## src/design/qdec_pkg.sv

```systemverilog
// ----------------------------------------------------------------------------
// qdec_pkg
// Shared types and constants of the quadrature decoder with acceleration.
// ----------------------------------------------------------------------------
`default_nettype none

package qdec_pkg;

	// commands
	localparam logic [1:0] CMD_START = 2'd0;
	localparam logic [1:0] CMD_SCAN  = 2'd1;
	localparam logic [1:0] CMD_READ  = 2'd2;

	// register indexes
	localparam int CFG_IDX_W = 3;
	localparam int CFG_DATA_W = 15;
	localparam logic [CFG_IDX_W-1:0] REG_DETENT_PULSES   = 3'd0;
	localparam logic [CFG_IDX_W-1:0] REG_ACCEL_ENABLE    = 3'd1;
	localparam logic [CFG_IDX_W-1:0] REG_ACCEL_INCREMENT = 3'd2;
	localparam logic [CFG_IDX_W-1:0] REG_ACCEL_DECREMENT = 3'd3;
	localparam logic [CFG_IDX_W-1:0] REG_ACCEL_TOP       = 3'd4;

	// register reset values
	localparam logic [2:0]  RST_DETENT_PULSES   = 3'd2;
	localparam logic        RST_ACCEL_ENABLE    = 1'b1;
	localparam logic [7:0]  RST_ACCEL_INCREMENT = 8'd25;
	localparam logic [7:0]  RST_ACCEL_DECREMENT = 8'd2;
	localparam logic [14:0] RST_ACCEL_TOP       = 15'd3072;

	// pulses per detent codes that divide
	localparam logic [2:0] PPS_TWO  = 3'd2;
	localparam logic [2:0] PPS_FOUR = 3'd4;

	localparam int MOTION_W = 9;
	localparam int COUNT_W  = 16;
	localparam int ACCEL_W  = 16;

	typedef struct packed {
		logic [2:0]  detent_pulses;
		logic        accel_enable;
		logic [7:0]  accel_increment;
		logic [7:0]  accel_decrement;
		logic [14:0] accel_top;
	} cfg_t;

endpackage

`default_nettype wire

```

## src/design/qdec_if.sv

```systemverilog
// ----------------------------------------------------------------------------
// qdec channel interfaces
// Valid/ready channels for input items and result items.
// ----------------------------------------------------------------------------
`default_nettype none

interface qdec_in_if;
	logic       valid;
	logic       ready;
	logic [1:0] cmd;
	logic       pin_a;
	logic       pin_b;

	modport source (output valid, output cmd, output pin_a, output pin_b, input ready);
	modport sink   (input valid, input cmd, input pin_a, input pin_b, output ready);
endinterface

interface qdec_out_if;
	logic              valid;
	logic              ready;
	logic signed [8:0] motion;
	logic              moved;

	modport source (output valid, output motion, output moved, input ready);
	modport sink   (input valid, input motion, input moved, output ready);
endinterface

`default_nettype wire

```

## src/design/qdec_cfg.sv

```systemverilog
// ----------------------------------------------------------------------------
// qdec_cfg
// Configuration register file, written through a plain write port.
// ----------------------------------------------------------------------------
`default_nettype none

module qdec_cfg
	import qdec_pkg::*;
(
	input  wire logic                  clk,
	input  wire logic                  arst_n,
	input  wire logic                  cfg_we,
	input  wire logic [CFG_IDX_W-1:0]  cfg_index,
	input  wire logic [CFG_DATA_W-1:0] cfg_data,
	output cfg_t                       cfg
);

	cfg_t cfg_q;

	always_ff @(posedge clk or negedge arst_n) begin
		if (!arst_n) begin
			cfg_q.detent_pulses   <= RST_DETENT_PULSES;
			cfg_q.accel_enable    <= RST_ACCEL_ENABLE;
			cfg_q.accel_increment <= RST_ACCEL_INCREMENT;
			cfg_q.accel_decrement <= RST_ACCEL_DECREMENT;
			cfg_q.accel_top       <= RST_ACCEL_TOP;
		end else if (cfg_we) begin
			case (cfg_index)
				REG_DETENT_PULSES:   cfg_q.detent_pulses   <= cfg_data[2:0];
				REG_ACCEL_ENABLE:    cfg_q.accel_enable    <= cfg_data[0];
				REG_ACCEL_INCREMENT: cfg_q.accel_increment <= cfg_data[7:0];
				REG_ACCEL_DECREMENT: cfg_q.accel_decrement <= cfg_data[7:0];
				REG_ACCEL_TOP:       cfg_q.accel_top       <= cfg_data[14:0];
				default: begin
				end
			endcase
		end
	end

	assign cfg = cfg_q;

endmodule

`default_nettype wire

```

## src/design/qdec_core.sv

```systemverilog
// ----------------------------------------------------------------------------
// qdec_core
// Decoder state (phase, pulse count, acceleration) and the per-item logic.
// ----------------------------------------------------------------------------
`default_nettype none

module qdec_core
	import qdec_pkg::*;
(
	input  wire logic                 clk,
	input  wire logic                 arst_n,
	input  wire logic                 fire,
	input  wire logic [1:0]           cmd,
	input  wire logic                 pin_a,
	input  wire logic                 pin_b,
	input  wire cfg_t                 cfg,
	output logic signed [MOTION_W-1:0] motion,
	output logic                      moved
);

	logic [1:0]         phase_q;
	logic [COUNT_W-1:0] count_q;
	logic [ACCEL_W-1:0] accel_q;

	logic [1:0]         phase_d;
	logic [COUNT_W-1:0] count_d;
	logic [ACCEL_W-1:0] accel_d;

	logic [1:0]          curr;
	logic [1:0]          diff;
	logic [ACCEL_W-1:0]  decayed;
	logic [ACCEL_W-1:0]  accel_mid;
	logic signed [17:0]  room;
	logic                nonzero;
	logic [MOTION_W-1:0] scale;

	assign curr = {pin_b, pin_b ^ pin_a};
	assign diff = phase_q - curr;
	assign decayed = accel_q - {8'd0, cfg.accel_decrement};
	assign accel_mid = !cfg.accel_enable ? accel_q : (decayed[ACCEL_W-1] ? '0 : decayed);
	assign room = $signed({3'd0, cfg.accel_top}) - $signed({10'd0, cfg.accel_increment});
	assign scale = {1'b0, (cfg.accel_enable ? accel_q[15:8] : 8'd0)} + 9'd1;

	always_comb begin
		phase_d = phase_q;
		count_d = count_q;
		accel_d = accel_q;
		motion  = '0;
		moved   = 1'b0;
		nonzero = 1'b0;
		case (cmd)
			CMD_START: phase_d = curr;
			CMD_SCAN: begin
				accel_d = accel_mid;
				if (diff[0]) begin
					phase_d = curr;
					count_d = count_q + (diff[1] ? 16'h0001 : 16'hFFFF);
					moved   = 1'b1;
					if (cfg.accel_enable && ($signed({2'd0, accel_mid}) <= room)) begin
						accel_d = accel_mid + {8'd0, cfg.accel_increment};
					end
				end
			end
			CMD_READ: begin
				case (cfg.detent_pulses)
					PPS_TWO: begin
						nonzero = |count_q[15:1];
						count_d = {15'd0, count_q[0]};
					end
					PPS_FOUR: begin
						nonzero = |count_q[15:2];
						count_d = {14'd0, count_q[1:0]};
					end
					default: begin
						nonzero = |count_q;
						count_d = '0;
					end
				endcase
				if (count_q[COUNT_W-1]) begin
					motion = $signed(-scale);
				end else if (nonzero) begin
					motion = $signed(scale);
				end
			end
			default: begin
			end
		endcase
	end

	always_ff @(posedge clk or negedge arst_n) begin
		if (!arst_n) begin
			phase_q <= '0;
			count_q <= '0;
			accel_q <= '0;
		end else if (fire) begin
			phase_q <= phase_d;
			count_q <= count_d;
			accel_q <= accel_d;
		end
	end

endmodule

`default_nettype wire

```

## src/design/quadrature_decoder_with_accel.sv

```systemverilog
// ----------------------------------------------------------------------------
// quadrature_decoder_with_accel
// Rotary quadrature encoder decoder with start, scan and read commands.
// ----------------------------------------------------------------------------
// Takes one item per clock while the result register is not stalled, and
// returns one result per item, in order. An item is held in an input register,
// then decoded against the phase, pulse count and acceleration state and
// written to the result register, from which it can transfer out. The rate of
// one item per clock is set by the update of the decoder state, which the next
// item reads. A stalled result register holds the input register. Configuration
// writes take effect on the next cycle and are meant for an idle block.
`default_nettype none

module quadrature_decoder_with_accel
	import qdec_pkg::*;
(
	input  wire logic                  clk,
	input  wire logic                  arst_n,
	qdec_in_if.sink                    in_ch,
	qdec_out_if.source                 out_ch,
	input  wire logic                  cfg_we,
	input  wire logic [CFG_IDX_W-1:0]  cfg_index,
	input  wire logic [CFG_DATA_W-1:0] cfg_data
);

	cfg_t cfg;

	logic       v_s1;
	logic [1:0] cmd_s1;
	logic       a_s1;
	logic       b_s1;

	logic                       v_s2;
	logic signed [MOTION_W-1:0] motion_s2;
	logic                       moved_s2;

	logic                       advance;
	logic signed [MOTION_W-1:0] motion;
	logic                       moved;

	qdec_cfg u_cfg (
		.clk       (clk),
		.arst_n    (arst_n),
		.cfg_we    (cfg_we),
		.cfg_index (cfg_index),
		.cfg_data  (cfg_data),
		.cfg       (cfg)
	);

	qdec_core u_core (
		.clk    (clk),
		.arst_n (arst_n),
		.fire   (advance),
		.cmd    (cmd_s1),
		.pin_a  (a_s1),
		.pin_b  (b_s1),
		.cfg    (cfg),
		.motion (motion),
		.moved  (moved)
	);

	assign advance = v_s1 && (!v_s2 || out_ch.ready);
	assign in_ch.ready = !v_s1 || advance;

	// input register
	always_ff @(posedge clk or negedge arst_n) begin
		if (!arst_n) begin
			v_s1 <= 1'b0;
		end else if (in_ch.ready) begin
			v_s1 <= in_ch.valid;
		end
	end

	always_ff @(posedge clk) begin
		if (in_ch.valid && in_ch.ready) begin
			cmd_s1 <= in_ch.cmd;
			a_s1   <= in_ch.pin_a;
			b_s1   <= in_ch.pin_b;
		end
	end

	// result register
	always_ff @(posedge clk or negedge arst_n) begin
		if (!arst_n) begin
			v_s2 <= 1'b0;
		end else if (!v_s2 || out_ch.ready) begin
			v_s2 <= v_s1;
		end
	end

	always_ff @(posedge clk) begin
		if (advance) begin
			motion_s2 <= motion;
			moved_s2  <= moved;
		end
	end

	assign out_ch.valid  = v_s2;
	assign out_ch.motion = motion_s2;
	assign out_ch.moved  = moved_s2;

endmodule

`default_nettype wire

```

## src/flat_wrapper.sv

```systemverilog
// flat-port wrapper written by rule: the top's interface ports become plain ports
module quadrature_decoder_with_accel_flat import qdec_pkg::*;
  (clk, arst_n, cfg_we, cfg_index, cfg_data, in_ch_valid, in_ch_cmd, in_ch_pin_a, in_ch_pin_b, in_ch_ready, out_ch_valid, out_ch_motion, out_ch_moved, out_ch_ready);
  qdec_in_if in_ch_i ();
  qdec_out_if out_ch_i ();
  input  wire logic clk;
  input  wire logic arst_n;
  input  wire logic cfg_we;
  input  wire logic [CFG_IDX_W-1:0] cfg_index;
  input  wire logic [CFG_DATA_W-1:0] cfg_data;
  input wire logic [$bits(in_ch_i.valid)-1:0] in_ch_valid;
  input wire logic [$bits(in_ch_i.cmd)-1:0] in_ch_cmd;
  input wire logic [$bits(in_ch_i.pin_a)-1:0] in_ch_pin_a;
  input wire logic [$bits(in_ch_i.pin_b)-1:0] in_ch_pin_b;
  output wire logic [$bits(in_ch_i.ready)-1:0] in_ch_ready;
  output wire logic [$bits(out_ch_i.valid)-1:0] out_ch_valid;
  output wire logic [$bits(out_ch_i.motion)-1:0] out_ch_motion;
  output wire logic [$bits(out_ch_i.moved)-1:0] out_ch_moved;
  input wire logic [$bits(out_ch_i.ready)-1:0] out_ch_ready;
  assign in_ch_i.valid = in_ch_valid;
  assign in_ch_i.cmd = in_ch_cmd;
  assign in_ch_i.pin_a = in_ch_pin_a;
  assign in_ch_i.pin_b = in_ch_pin_b;
  assign in_ch_ready = in_ch_i.ready;
  assign out_ch_valid = out_ch_i.valid;
  assign out_ch_motion = out_ch_i.motion;
  assign out_ch_moved = out_ch_i.moved;
  assign out_ch_i.ready = out_ch_ready;
  quadrature_decoder_with_accel u_core (.clk(clk), .arst_n(arst_n), .in_ch(in_ch_i), .out_ch(out_ch_i), .cfg_we(cfg_we), .cfg_index(cfg_index), .cfg_data(cfg_data));
endmodule
```

## config.mk

```make
export PLATFORM = sky130hd
export DESIGN_NAME = quadrature_decoder_with_accel_flat
export DESIGN_NICKNAME = d
export VERILOG_FILES = /design/src/design/qdec_pkg.sv /design/src/design/qdec_if.sv /design/src/design/qdec_cfg.sv /design/src/design/qdec_core.sv /design/src/design/quadrature_decoder_with_accel.sv /design/src/flat_wrapper.sv
export SDC_FILE = /design/constraint.sdc
export NUM_CORES = 1
export LEC_CHECK = 0
export BUFFER_PORTS_ARGS = -buffer_cell sky130_fd_sc_hd__buf_2
export CELL_PAD_IN_SITES_DETAIL_PLACEMENT = 0
export CELL_PAD_IN_SITES_GLOBAL_PLACEMENT = 2
export CORE_MARGIN = 2
export CORE_UTILIZATION = 30
export CTS_CLUSTER_SIZE = 12
export DETAILED_ROUTE_END_ITERATION = 7
export GPL_TIMING_DRIVEN = 0
export MAX_ROUTING_LAYER = met4
export PLACE_DENSITY = 0.74
export SYNTH_ARGS = -nofsm -noshare
export SYNTH_HDL_FRONTEND = slang
export SYNTH_HIERARCHICAL = 1
export SYNTH_SLANG_ARGS = --single-unit
export TNS_END_PERCENT = 5
```

## constraint.sdc

```tcl
create_clock -name clk -period 11.2 [get_ports clk]
set_clock_uncertainty 0.2 [all_clocks]
set_input_delay 1.68 -clock clk [delete_from_list [all_inputs] [get_ports clk]]
set_output_delay 1.68 -clock clk [all_outputs]
set_load 0.03 [all_outputs]
```

==> results of run 1 <==
[path summary, 6_finish.rpt]
| kind | start | cells after the start | slack (ns) | end |
|---|---|---|---|---|
| max in group asynchronous | arst_n | 2 | 9.26 | u_core/u_cfg/cfg[33]$_DFFE_PN1P_ |
| setup reg to reg | u_core/u_cfg/cfg[23]$_DFFE_PN1P_ | 23 | 5.14 | u_core/u_core/accel_q[11]$_DFFE_PN0P_ |
| hold / removal | u_core/u_cfg/cfg[7]$_DFFE_PN0P_ | 1 | 0.30 | u_core/u_cfg/cfg[7]$_DFFE_PN0P_ |
| min in group asynchronous | arst_n | 1 | 0.93 | u_core/u_cfg/cfg[9]$_DFFE_PN0P_ |
| setup / recovery | u_core/u_cfg/cfg[23]$_DFFE_PN1P_ | 23 | 5.14 | u_core/u_core/accel_q[11]$_DFFE_PN0P_ |
| hold reg to reg | u_core/u_cfg/cfg[7]$_DFFE_PN0P_ | 1 | 0.30 | u_core/u_cfg/cfg[7]$_DFFE_PN0P_ |
[power by group]
group | leakage, nW | switching (mW) | internal (mW)
Combinational | 1.97 | 0.784 | 0.583
Sequential | 1.01 | 0.0724 | 0.403
Clock | 0.163 | 0.128 | 0.218
Total | 3.14 | 0.984 | 1.20
[layout by cell type (no fill, tap or decap), drive strengths merged, types with 4 or more instances in the layout]
master,count
a211o,4
a211oi,5
a21o,11
a21oi,42
a22o,9
and2,5
buf,46
clkbuf,22
dfrtp,63
dfstp,8
edfxtp,14
fa,4
ha,56
inv,36
mux2,37
mux2i,4
nand2,52
nand2b,13
nand3,10
nand4,9
nor2,54
nor2b,6
nor3,16
nor4,9
o21a,5
o21ai,41
o22ai,4
o31ai,6
or3,7
or4,7
xnor2,31
xor2,26
[worst register-to-register path, cell delays in order (launching register included)]
cell and delay, ns:
dfstp_2 0.54, ha_1 0.16, inv_1 0.05, fa_1 0.41
a21o_1 0.19, a21oi_1 0.23, o21bai_1 0.10, a21oi_1 0.26
nor2b_1 0.08, o21a_1 0.18, or3_1 0.38, nor4_1 0.26
xnor2_1 0.12, ha_1 0.30, nand2_1 0.07, nor4_1 0.51
and3_1 0.29, o21ai_0 0.09, a21oi_1 0.15, nor3_1 0.10
a2111oi_4 0.67, nand4_1 0.26, xor2_1 0.23, o21ai_1 0.08
[per-layer routing]
| layer | global-route usage [%] | share of wire (%) | routed length, µm | vias to the layer above |
|---|---|---|---|---|
| met5 | - | 0 | 0 | - |
| met4 | 4.057 | 1.3 | 201 | 0 |
| met3 | 2.104 | 2.6 | 416 | 16 |
| met2 | 24.79 | 49 | 7706 | 50 |
| met1 | 19.38 | 47 | 7399 | 2465 |
| li1 | - | - | - | 2534 |
[per-stage QoR]
step | cells | instance area, µm²
6_report | 996 | 7281
5_1_grt | 996 | 7281
4_1_cts | 996 | 7281
3_5_place_dp | 980 | 6940
3_3_place_gp | 979 | 6903
2_1_floorplan | 666 | 6369
[cell families after synthesis]
family	share of synthesized area (%)
mux	7.171
simple gates	17.41
flops	34.66
compound gates	16.96
buf+inv	3.713
xor+xnor	7.839
fa+ha+maj	12.26
[sequential cells by signal, summed over array words and instances, names as in the netlist]
register	cells
u_core/u_core/phase_q	2
u_core/cmd_s1	2
u_core/out_ch.moved	1
u_core/out_ch.motion	9
u_core/u_core/accel_q	16
u_core/v_s1	1
u_core/u_cfg/cfg	35
u_core/a_s1	1
u_core/b_s1	1
u_core/out_ch.valid	1
u_core/u_core/count_q	16
[area by class of cell]
class / count / share of cell area [%]
multi-input cells: 526 / 54.01
inverters: 36 / 1.856
clock buffers: 10 / 3.145
plain buffers: 19 / 1.392
well taps: 275 / 4.726
flip-flops and latches: 85 / 30.31
clock inverters: 6 / 1.529
repair buffers: 39 / 3.025
==> reports/metrics.csv, run 1 <==
metric;value;unit
wire_per_inst;15.79;µm
ant_nets;0;
clkLatencyLatePin;0.35;ns
async_flop_share;83.53;%
crit_family;compound AO/OA/AOI/OAI gates;
drtPass1Iterations;4;
seq_area;2207;µm²
synthesis.area;6369;µm²
final_core_util;34.74;%
power;2.188;mW
num-fill-cells;2166;
p_leak;3.140;nW
diodes;0;
ys_top_cells_by_count;dfrtp_1, ha_1, nand2_1, nor2_1, a21oi_1;
htreeDepth;3;
routed-via-count;5065;
cts_inserted_buffers;9;
cts_hold_buf;0;
yosys-top-cells-area;dfrtp_1, ha_1, edfxtp_1;
critPathLaunchType;flip-flop;
ir_drop;0.08155;mV
synth_top_area_cell;dfrtp_1;
ys_seq_area_share;34.66;%
path_cells;ha_1 > inv_1 > fa_1 > a21o_1 > a21oi_1 > o21bai_1 > a21oi_1 > nor2b_1 > o21a_1 > or3_1 > nor4_1 > xnor2_1 > ha_1 > nand2_1 > nor4_1 > and3_1 > o21ai_0 > a21oi_1 > nor3_1 > a2111oi_4 > nand4_1 > xor2_1 > o21ai_1;
syn2layout_area_growth;14.32;%
yosysMostFrequentCell;dfrtp_1;
holdWs;0.2994;ns
cap_violations;0;
ioPinCount;39;
period_needed;6.060;ns
drive_gt1_share;16.09;%
cp_max_fo;9;
path_class;flip-flop to flip-flop;
syn-num-nets;753;
worst_pin_slew;0.9683;ns
synth-edff-count;14;
synthCells;666;
slew_headroom;34.95;%
avgSynthCellArea;9.562;µm²
finalSetupViolations;0;
cp_slowest_cell;a2111oi_4;
setup_slack;5.140;ns
hold_class;flip-flop to flip-flop;
cpMostUsedCell;a21oi_1;
critPathBufInv;1;
cpPeakStageDelay;0.67;ns
clock_sinks;85;
fin_tns_setup;0;ns
path_clk_slew;0.06;ns
antenna_found_initial;0;
rsz0062_at_grt;false;
ys_types;72;
portBuffers;38;
hpwl;12.31;mm
first_global_vias;4939;
worstPathRequired;11.21;ns
root_buffer;clkbuf_16;
post_cts_resized;0;
first_iter_violations;180;
drt-total-wl;15.72;mm
ys_warn_count;6;
worstPathArrival;6.07;ns
ys_ff_latch;85;
cp-end-kind;flip-flop;
dieArea;22410;µm²
hold_viol_final;0;
finalCritPeriodShare;54.10;%
synthFlopType;dfrtp_1;
p_per_area;300.5;nW/µm²
preCtsSetupSlack;5.166;ns
core_area;20960;µm²
grt_overflow;0;
start_util;30.39;%
grtUsageTotal;15.02;%
fp-row-count;53;
drv_slew;0;
cts_setup_buffers;0;
multi_input_area;3933;µm²
grt_start_max_net_pins;68;
viasPerCell;5.085;
run_status;finished, final reports clean;
gp_congestion;0.8538;
route.detailed.drc;0;
cts_tree;yes;
clockBufferDepth;2;
clock.fmax;165.0;MHz
final_nets;803;
die_h;149.7;µm
grt_pass1_wl;25.66;mm
synth_top_cell_area_share;24.75;%
die_width;149.7;µm
Power figures use the tool's default switching activity.
==> run 2: changes to the inputs <==
==> constraint.sdc (replaced) <==
create_clock -name clk -period 5.7 [get_ports clk]
set_clock_uncertainty 0.2 [all_clocks]
set_input_delay 0.855 -clock clk [delete_from_list [all_inputs] [get_ports clk]]
set_output_delay 0.855 -clock clk [all_outputs]
set_load 0.03 [all_outputs]
==> run 2 against run 1 <==
  * Clock power grew 97%
  * First-iteration DRC count grew 6.7%
  * Sequential share of layout area shrank 0.61 points
  * Largest power group unchanged
  * Total power grew 100%
  * Routed wire length grew 1.1%
  * Register-to-register slack lost 4.9 ns
  * Worst hold slack lost 0.19 ns
==> reports/metrics.csv, run 2 (synthesized netlist as in run 1, its figures left out) <==
metric;value;unit
grt_pass1_wl;25.74;mm
p_per_area;598.7;nW/µm²
cts_tree;yes;
cap_violations;0;
cp-end-kind;flip-flop;
worstPathArrival;5.46;ns
die_h;149.7;µm
period_needed;5.444;ns
clock_sinks;85;
power;4.448;mW
clockBufferDepth;2;
slew_headroom;37.24;%
finalCritPeriodShare;95.51;%
grt_overflow;0;
route.detailed.drc;0;
ir_drop;0.1645;mV
clock.fmax;183.7;MHz
grtUsageTotal;15.06;%
p_leak;3.188;nW
dp_cells;980;
die_width;149.7;µm
holdWs;0.1046;ns
syn2layout_area_growth;16.66;%
drt-total-wl;15.90;mm
worstPathRequired;5.71;ns
first_global_vias;4973;
start_util;30.39;%
finalSetupViolations;0;
gp_congestion;0.8538;
drive_gt1_share;19.15;%
clkLatencyLatePin;0.35;ns
path_clk_slew;0.07;ns
htreeDepth;3;
routed-via-count;5113;
hold_viol_final;0;
postPlaceCellArea;6940;µm²
path_class;flip-flop to flip-flop;
core_area;20960;µm²
fp-row-count;53;
dieArea;22410;µm²
antenna_found_initial;0;
num-fill-cells;2150;
hold_class;primary input to asynchronous set/reset pin;
wire_per_inst;15.88;µm
final_nets;808;
hpwl;12.31;mm
layout_commonest_cell;dfrtp_1;
worst_pin_slew;0.9370;ns
ant_nets;0;
viasPerCell;5.108;
drv_slew;0;
drtPass1Iterations;4;
first_iter_violations;192;
ioPinCount;39;
mostFrequentLayoutCells;dfrtp_1, ha_1, nor2_1, nand2_1, buf_2;
diodes;0;
grt_start_max_net_pins;68;
final_area;7430;µm²
cts_inserted_buffers;9;
seq_area;2207;µm²
instances_no_fill;1001;
largest_register_ffs;35;
run_status;finished, final reports clean;
root_buffer;clkbuf_16;
rsz0062_at_grt;true;
cts_hold_buf;0;
final_core_util;35.46;%
cp_max_fo;5;
multi_input_area;4036;µm²
portBuffers;38;
critPathLaunchType;flip-flop;
[run 2: layout make-up]
class	instances	share of cell area [%]
timing repair buffer	44	3.520
tap	275	4.631
inverter	36	1.819
buffer	19	1.415
sequential	85	29.71
clock inverter	6	1.499
clock buffer	10	3.082
multi-input combinational	526	54.33
[run 2: critical path: stages, from the launching register on]
cell and delay, ns:
dfstp_2 0.55, ha_2 0.18, inv_1 0.05, fa_2 0.35
a21o_1 0.19, a21oi_2 0.14, o21bai_1 0.10, a21oi_2 0.18
nor2b_1 0.07, o21a_1 0.18, or3_4 0.38, nor2_4 0.12
xnor2_2 0.07, ha_1 0.33, a211oi_2 0.18, o21ai_1 0.09
o211ai_1 0.09, nand2_1 0.12, a221o_1 0.35, or2_2 0.31
a2111oi_4 0.45, buf_6 0.19, nand4_1 0.12, xor2_1 0.22
o21ai_1 0.08
[run 2: final timing paths]
kind	slack, ns	cells past startpoint	start	end
setup / recovery	0.26	24	u_core/u_cfg/cfg[23]$_DFFE_PN1P_	u_core/u_core/accel_q[11]$_DFFE_PN0P_
hold / removal	0.10	1	arst_n	u_core/u_cfg/cfg[9]$_DFFE_PN0P_
setup reg to reg	0.26	24	u_core/u_cfg/cfg[23]$_DFFE_PN1P_	u_core/u_core/accel_q[11]$_DFFE_PN0P_
hold reg to reg	0.30	1	u_core/u_cfg/cfg[7]$_DFFE_PN0P_	u_core/u_cfg/cfg[7]$_DFFE_PN0P_
max in group asynchronous	4.60	2	arst_n	u_core/u_cfg/cfg[33]$_DFFE_PN1P_
min in group clk	0.30	1	u_core/u_cfg/cfg[7]$_DFFE_PN0P_	u_core/u_cfg/cfg[7]$_DFFE_PN0P_
[run 2: report_power, final]
part / total [mW] / switching [mW] / internal (mW)
clock: 0.681 / 0.252 / 0.429
sequential: 0.938 / 0.147 / 0.791
combinational: 2.83 / 1.61 / 1.22
total: 4.45 / 2.01 / 2.44
[run 2: repair_timing]
item	4_1_cts	5_1_grt
pin swaps	1	7
buffers inserted	1	3
gates resized for setup	2	23
gates cloned	0	1
setup endpoints to repair	16	16
[run 2: routing by layer]
layer  vias to the layer above  global-route usage, %  wire (µm)
met5                         -                      -          0
met4                         0                  4.057        112
met3                        11                  2.104        505
met2                        56                  24.95       7869
met1                      2509                  19.37       7411
li1                       2537                      -          -
[run 2: per-stage QoR]
stage | worst slack (ns) | TNS (ns)
global placement | -0.2636 | -3.513
floorplan | 0.5783 | 0
finish | 0.2557 | 0
CTS | 0.04400 | 0
detailed placement | -0.3336 | -4.449
global route | -0.02235 | -0.07824
==> run 3: changes to the inputs <==
--- a/config.mk
+++ b/config.mk
@@ -8,6 +8,7 @@
 export BUFFER_PORTS_ARGS = -buffer_cell sky130_fd_sc_hd__buf_2
 export CELL_PAD_IN_SITES_DETAIL_PLACEMENT = 0
 export CELL_PAD_IN_SITES_GLOBAL_PLACEMENT = 2
+export CORE_ASPECT_RATIO = 0.75
 export CORE_MARGIN = 2
 export CORE_UTILIZATION = 30
 export CTS_CLUSTER_SIZE = 12
==> run 3 against run 2 <==
  * Fmax decreased by 2.3%
  * Die area about the same
  * Flip-flop and latch count did not move
  * Largest power group unchanged
==> reports/metrics.csv, run 3 (synthesized netlist as in run 1, its figures left out) <==
metric;value;unit
drtPass1Iterations;5;
slew_headroom;34.55;%
hpwl;12.68;mm
die_width;172.2;µm
combPwrFrac;64.5;%
p_per_area;590.8;nW/µm²
cp_slowest_cell;dfstp_2;
critPathLaunchType;flip-flop;
crit_start;u_core/u_cfg/cfg[23]$_DFFE_PN1P_;
diodes;0;
finalSetupViolations;0;
power.share.clock;14.0;%
crit-reg2reg-capture;u_core/u_core/accel_q[10]$_DFFE_PN0P_;
die_h;130.2;µm
cts_inserted_buffers;9;
drt-total-wl;16.27;mm
crit_end;u_core/u_core/accel_q[10]$_DFFE_PN0P_;
clock_sinks;85;
htreeDepth;3;
p_int;2.358;mW
layout_commonest_cell;dfrtp_1;
reg2reg_slack;0.12;ns
worstPathRequired;5.70;ns
worstPathArrival;5.58;ns
grtUsageTotal;15.61;%
holdWs;0.1432;ns
cts_tree;yes;
root_buffer;clkbuf_16;
ioPinCount;39;
fin_tns_setup;0;ns
ant_nets;0;
cp_max_fo;4;
switchingPower;2.023;mW
critPathBufInv;2;
first_iter_violations;318;
period_needed;5.575;ns
postPlaceCellArea;6957;µm²
cpPeakStageDelay;0.56;ns
final_nets;809;
syn2layout_area_growth;16.42;%
ir_drop;0.1720;mV
core_area;21010;µm²
fp-row-count;46;
path_cells;ha_4 > inv_2 > fa_2 > a21o_1 > a21oi_2 > o21bai_1 > a21oi_2 > nor2b_1 > o21a_1 > or3_4 > nor2_4 > xnor2_2 > ha_1 > a211oi_2 > o21ai_1 > o211ai_1 > nand2_1 > a221o_1 > or2_4 > a2111oi_4 > buf_4 > nand4b_1 > xor2_1 > o21ai_1;
path_class;flip-flop to flip-flop;
clkLatencyLatePin;0.35;ns
start_util;30.32;%
crit_family;compound AO/OA/AOI/OAI gates;
hold_class;primary input to asynchronous set/reset pin;
cap_violations;0;
worstRegToRegCells;24;
p_leak;3.172;nW
worstReg2RegStart;u_core/u_cfg/cfg[23]$_DFFE_PN1P_;
wire_per_inst;16.03;µm
cp-end-kind;flip-flop;
first_global_vias;5018;
antenna_found_initial;0;
final_area;7415;µm²
cp.depth;24;
run_status;finished, final reports clean;
drv_slew;0;
clockBufferDepth;2;
portBuffers;38;
viasPerCell;5.063;
rsz0062_at_grt;true;
hold_viol_final;0;
grt_start_max_net_pins;64;
path_clk_slew;0.07;ns
gp_congestion;0.8307;
switching_share;46.18;%
dieArea;22420;µm²
seqPwrFrac;21.4;%
largest_register_ffs;35;
clock.fmax;179.4;MHz
mostFrequentLayoutCells;dfrtp_1, ha_1, nor2_1, nand2_1;
route.detailed.drc;0;
drive_gt1_share;19.12;%
power;4.381;mW
worst_pin_slew;0.9772;ns
grt_pass1_wl;26.34;mm
routed-via-count;5139;
finalCritPeriodShare;97.81;%
grt_overflow;0;
run 3: cell type report:
class	instances	area [µm²]
fill	2106	13590
multi-input combinational	526	4030
sequential	85	2207
tap	288	360.3
timing repair buffer	45	269.0
clock buffer	10	239.0
inverter	36	135.1
buffer	19	105.1
clock inverter	6	68.82
run 3: worst min path at each step:
stage,startpoint,endpoint,slack (ns),depth (start not counted)
after floorplan,u_core/u_core/accel_q[0]$_DFFE_PN0P_,u_core/u_core/accel_q[0]$_DFFE_PN0P_,0.26,2
after global placement,u_core/u_core/accel_q[0]$_DFFE_PN0P_,u_core/u_core/accel_q[0]$_DFFE_PN0P_,0.28,2
after detailed placement,u_core/u_core/accel_q[0]$_DFFE_PN0P_,u_core/u_core/accel_q[0]$_DFFE_PN0P_,0.29,2
after CTS,arst_n,u_core/out_ch.valid$_DFFE_PN0P_,0.13,1
after global routing,arst_n,u_core/u_core/accel_q[12]$_DFFE_PN0P_,0.14,1
final,arst_n,u_core/u_core/accel_q[11]$_DFFE_PN0P_,0.14,1
run 3: power by group through the flow:
stage | logic [mW] | registers (mW) | clock network [mW]
floorplan | 2.10 | 0.921 | 0
global placement | 2.62 | 0.940 | 0
detailed placement | 2.67 | 0.947 | 0
CTS | 2.72 | 0.936 | 0.638
global route | 3.15 | 0.966 | 0.663
finish | 2.83 | 0.939 | 0.615
run 3: timing repair:
action,4_1_cts,5_1_grt
resized for setup,4,21
gates cloned,0,1
buffers inserted,1,4
pin swaps,1,14
setup endpoints to repair,16,16
hold buffers,0,0
run 3: layer usage:
layer,track usage (%),routed length (µm)
met5,-,0
met4,3.707,159
met3,2.669,704
met2,22.28,6630
met1,22.85,8772
run 3: stage by stage:
stage,worst slack (ns),util (%),instances
floorplan,0.5783,-,666
global placement,-0.4438,32.94,992
detailed placement,-0.5995,33.11,993
CTS,0.01137,34.72,1010
global route,-0.1509,35.29,1015
finish,0.1249,35.29,1015
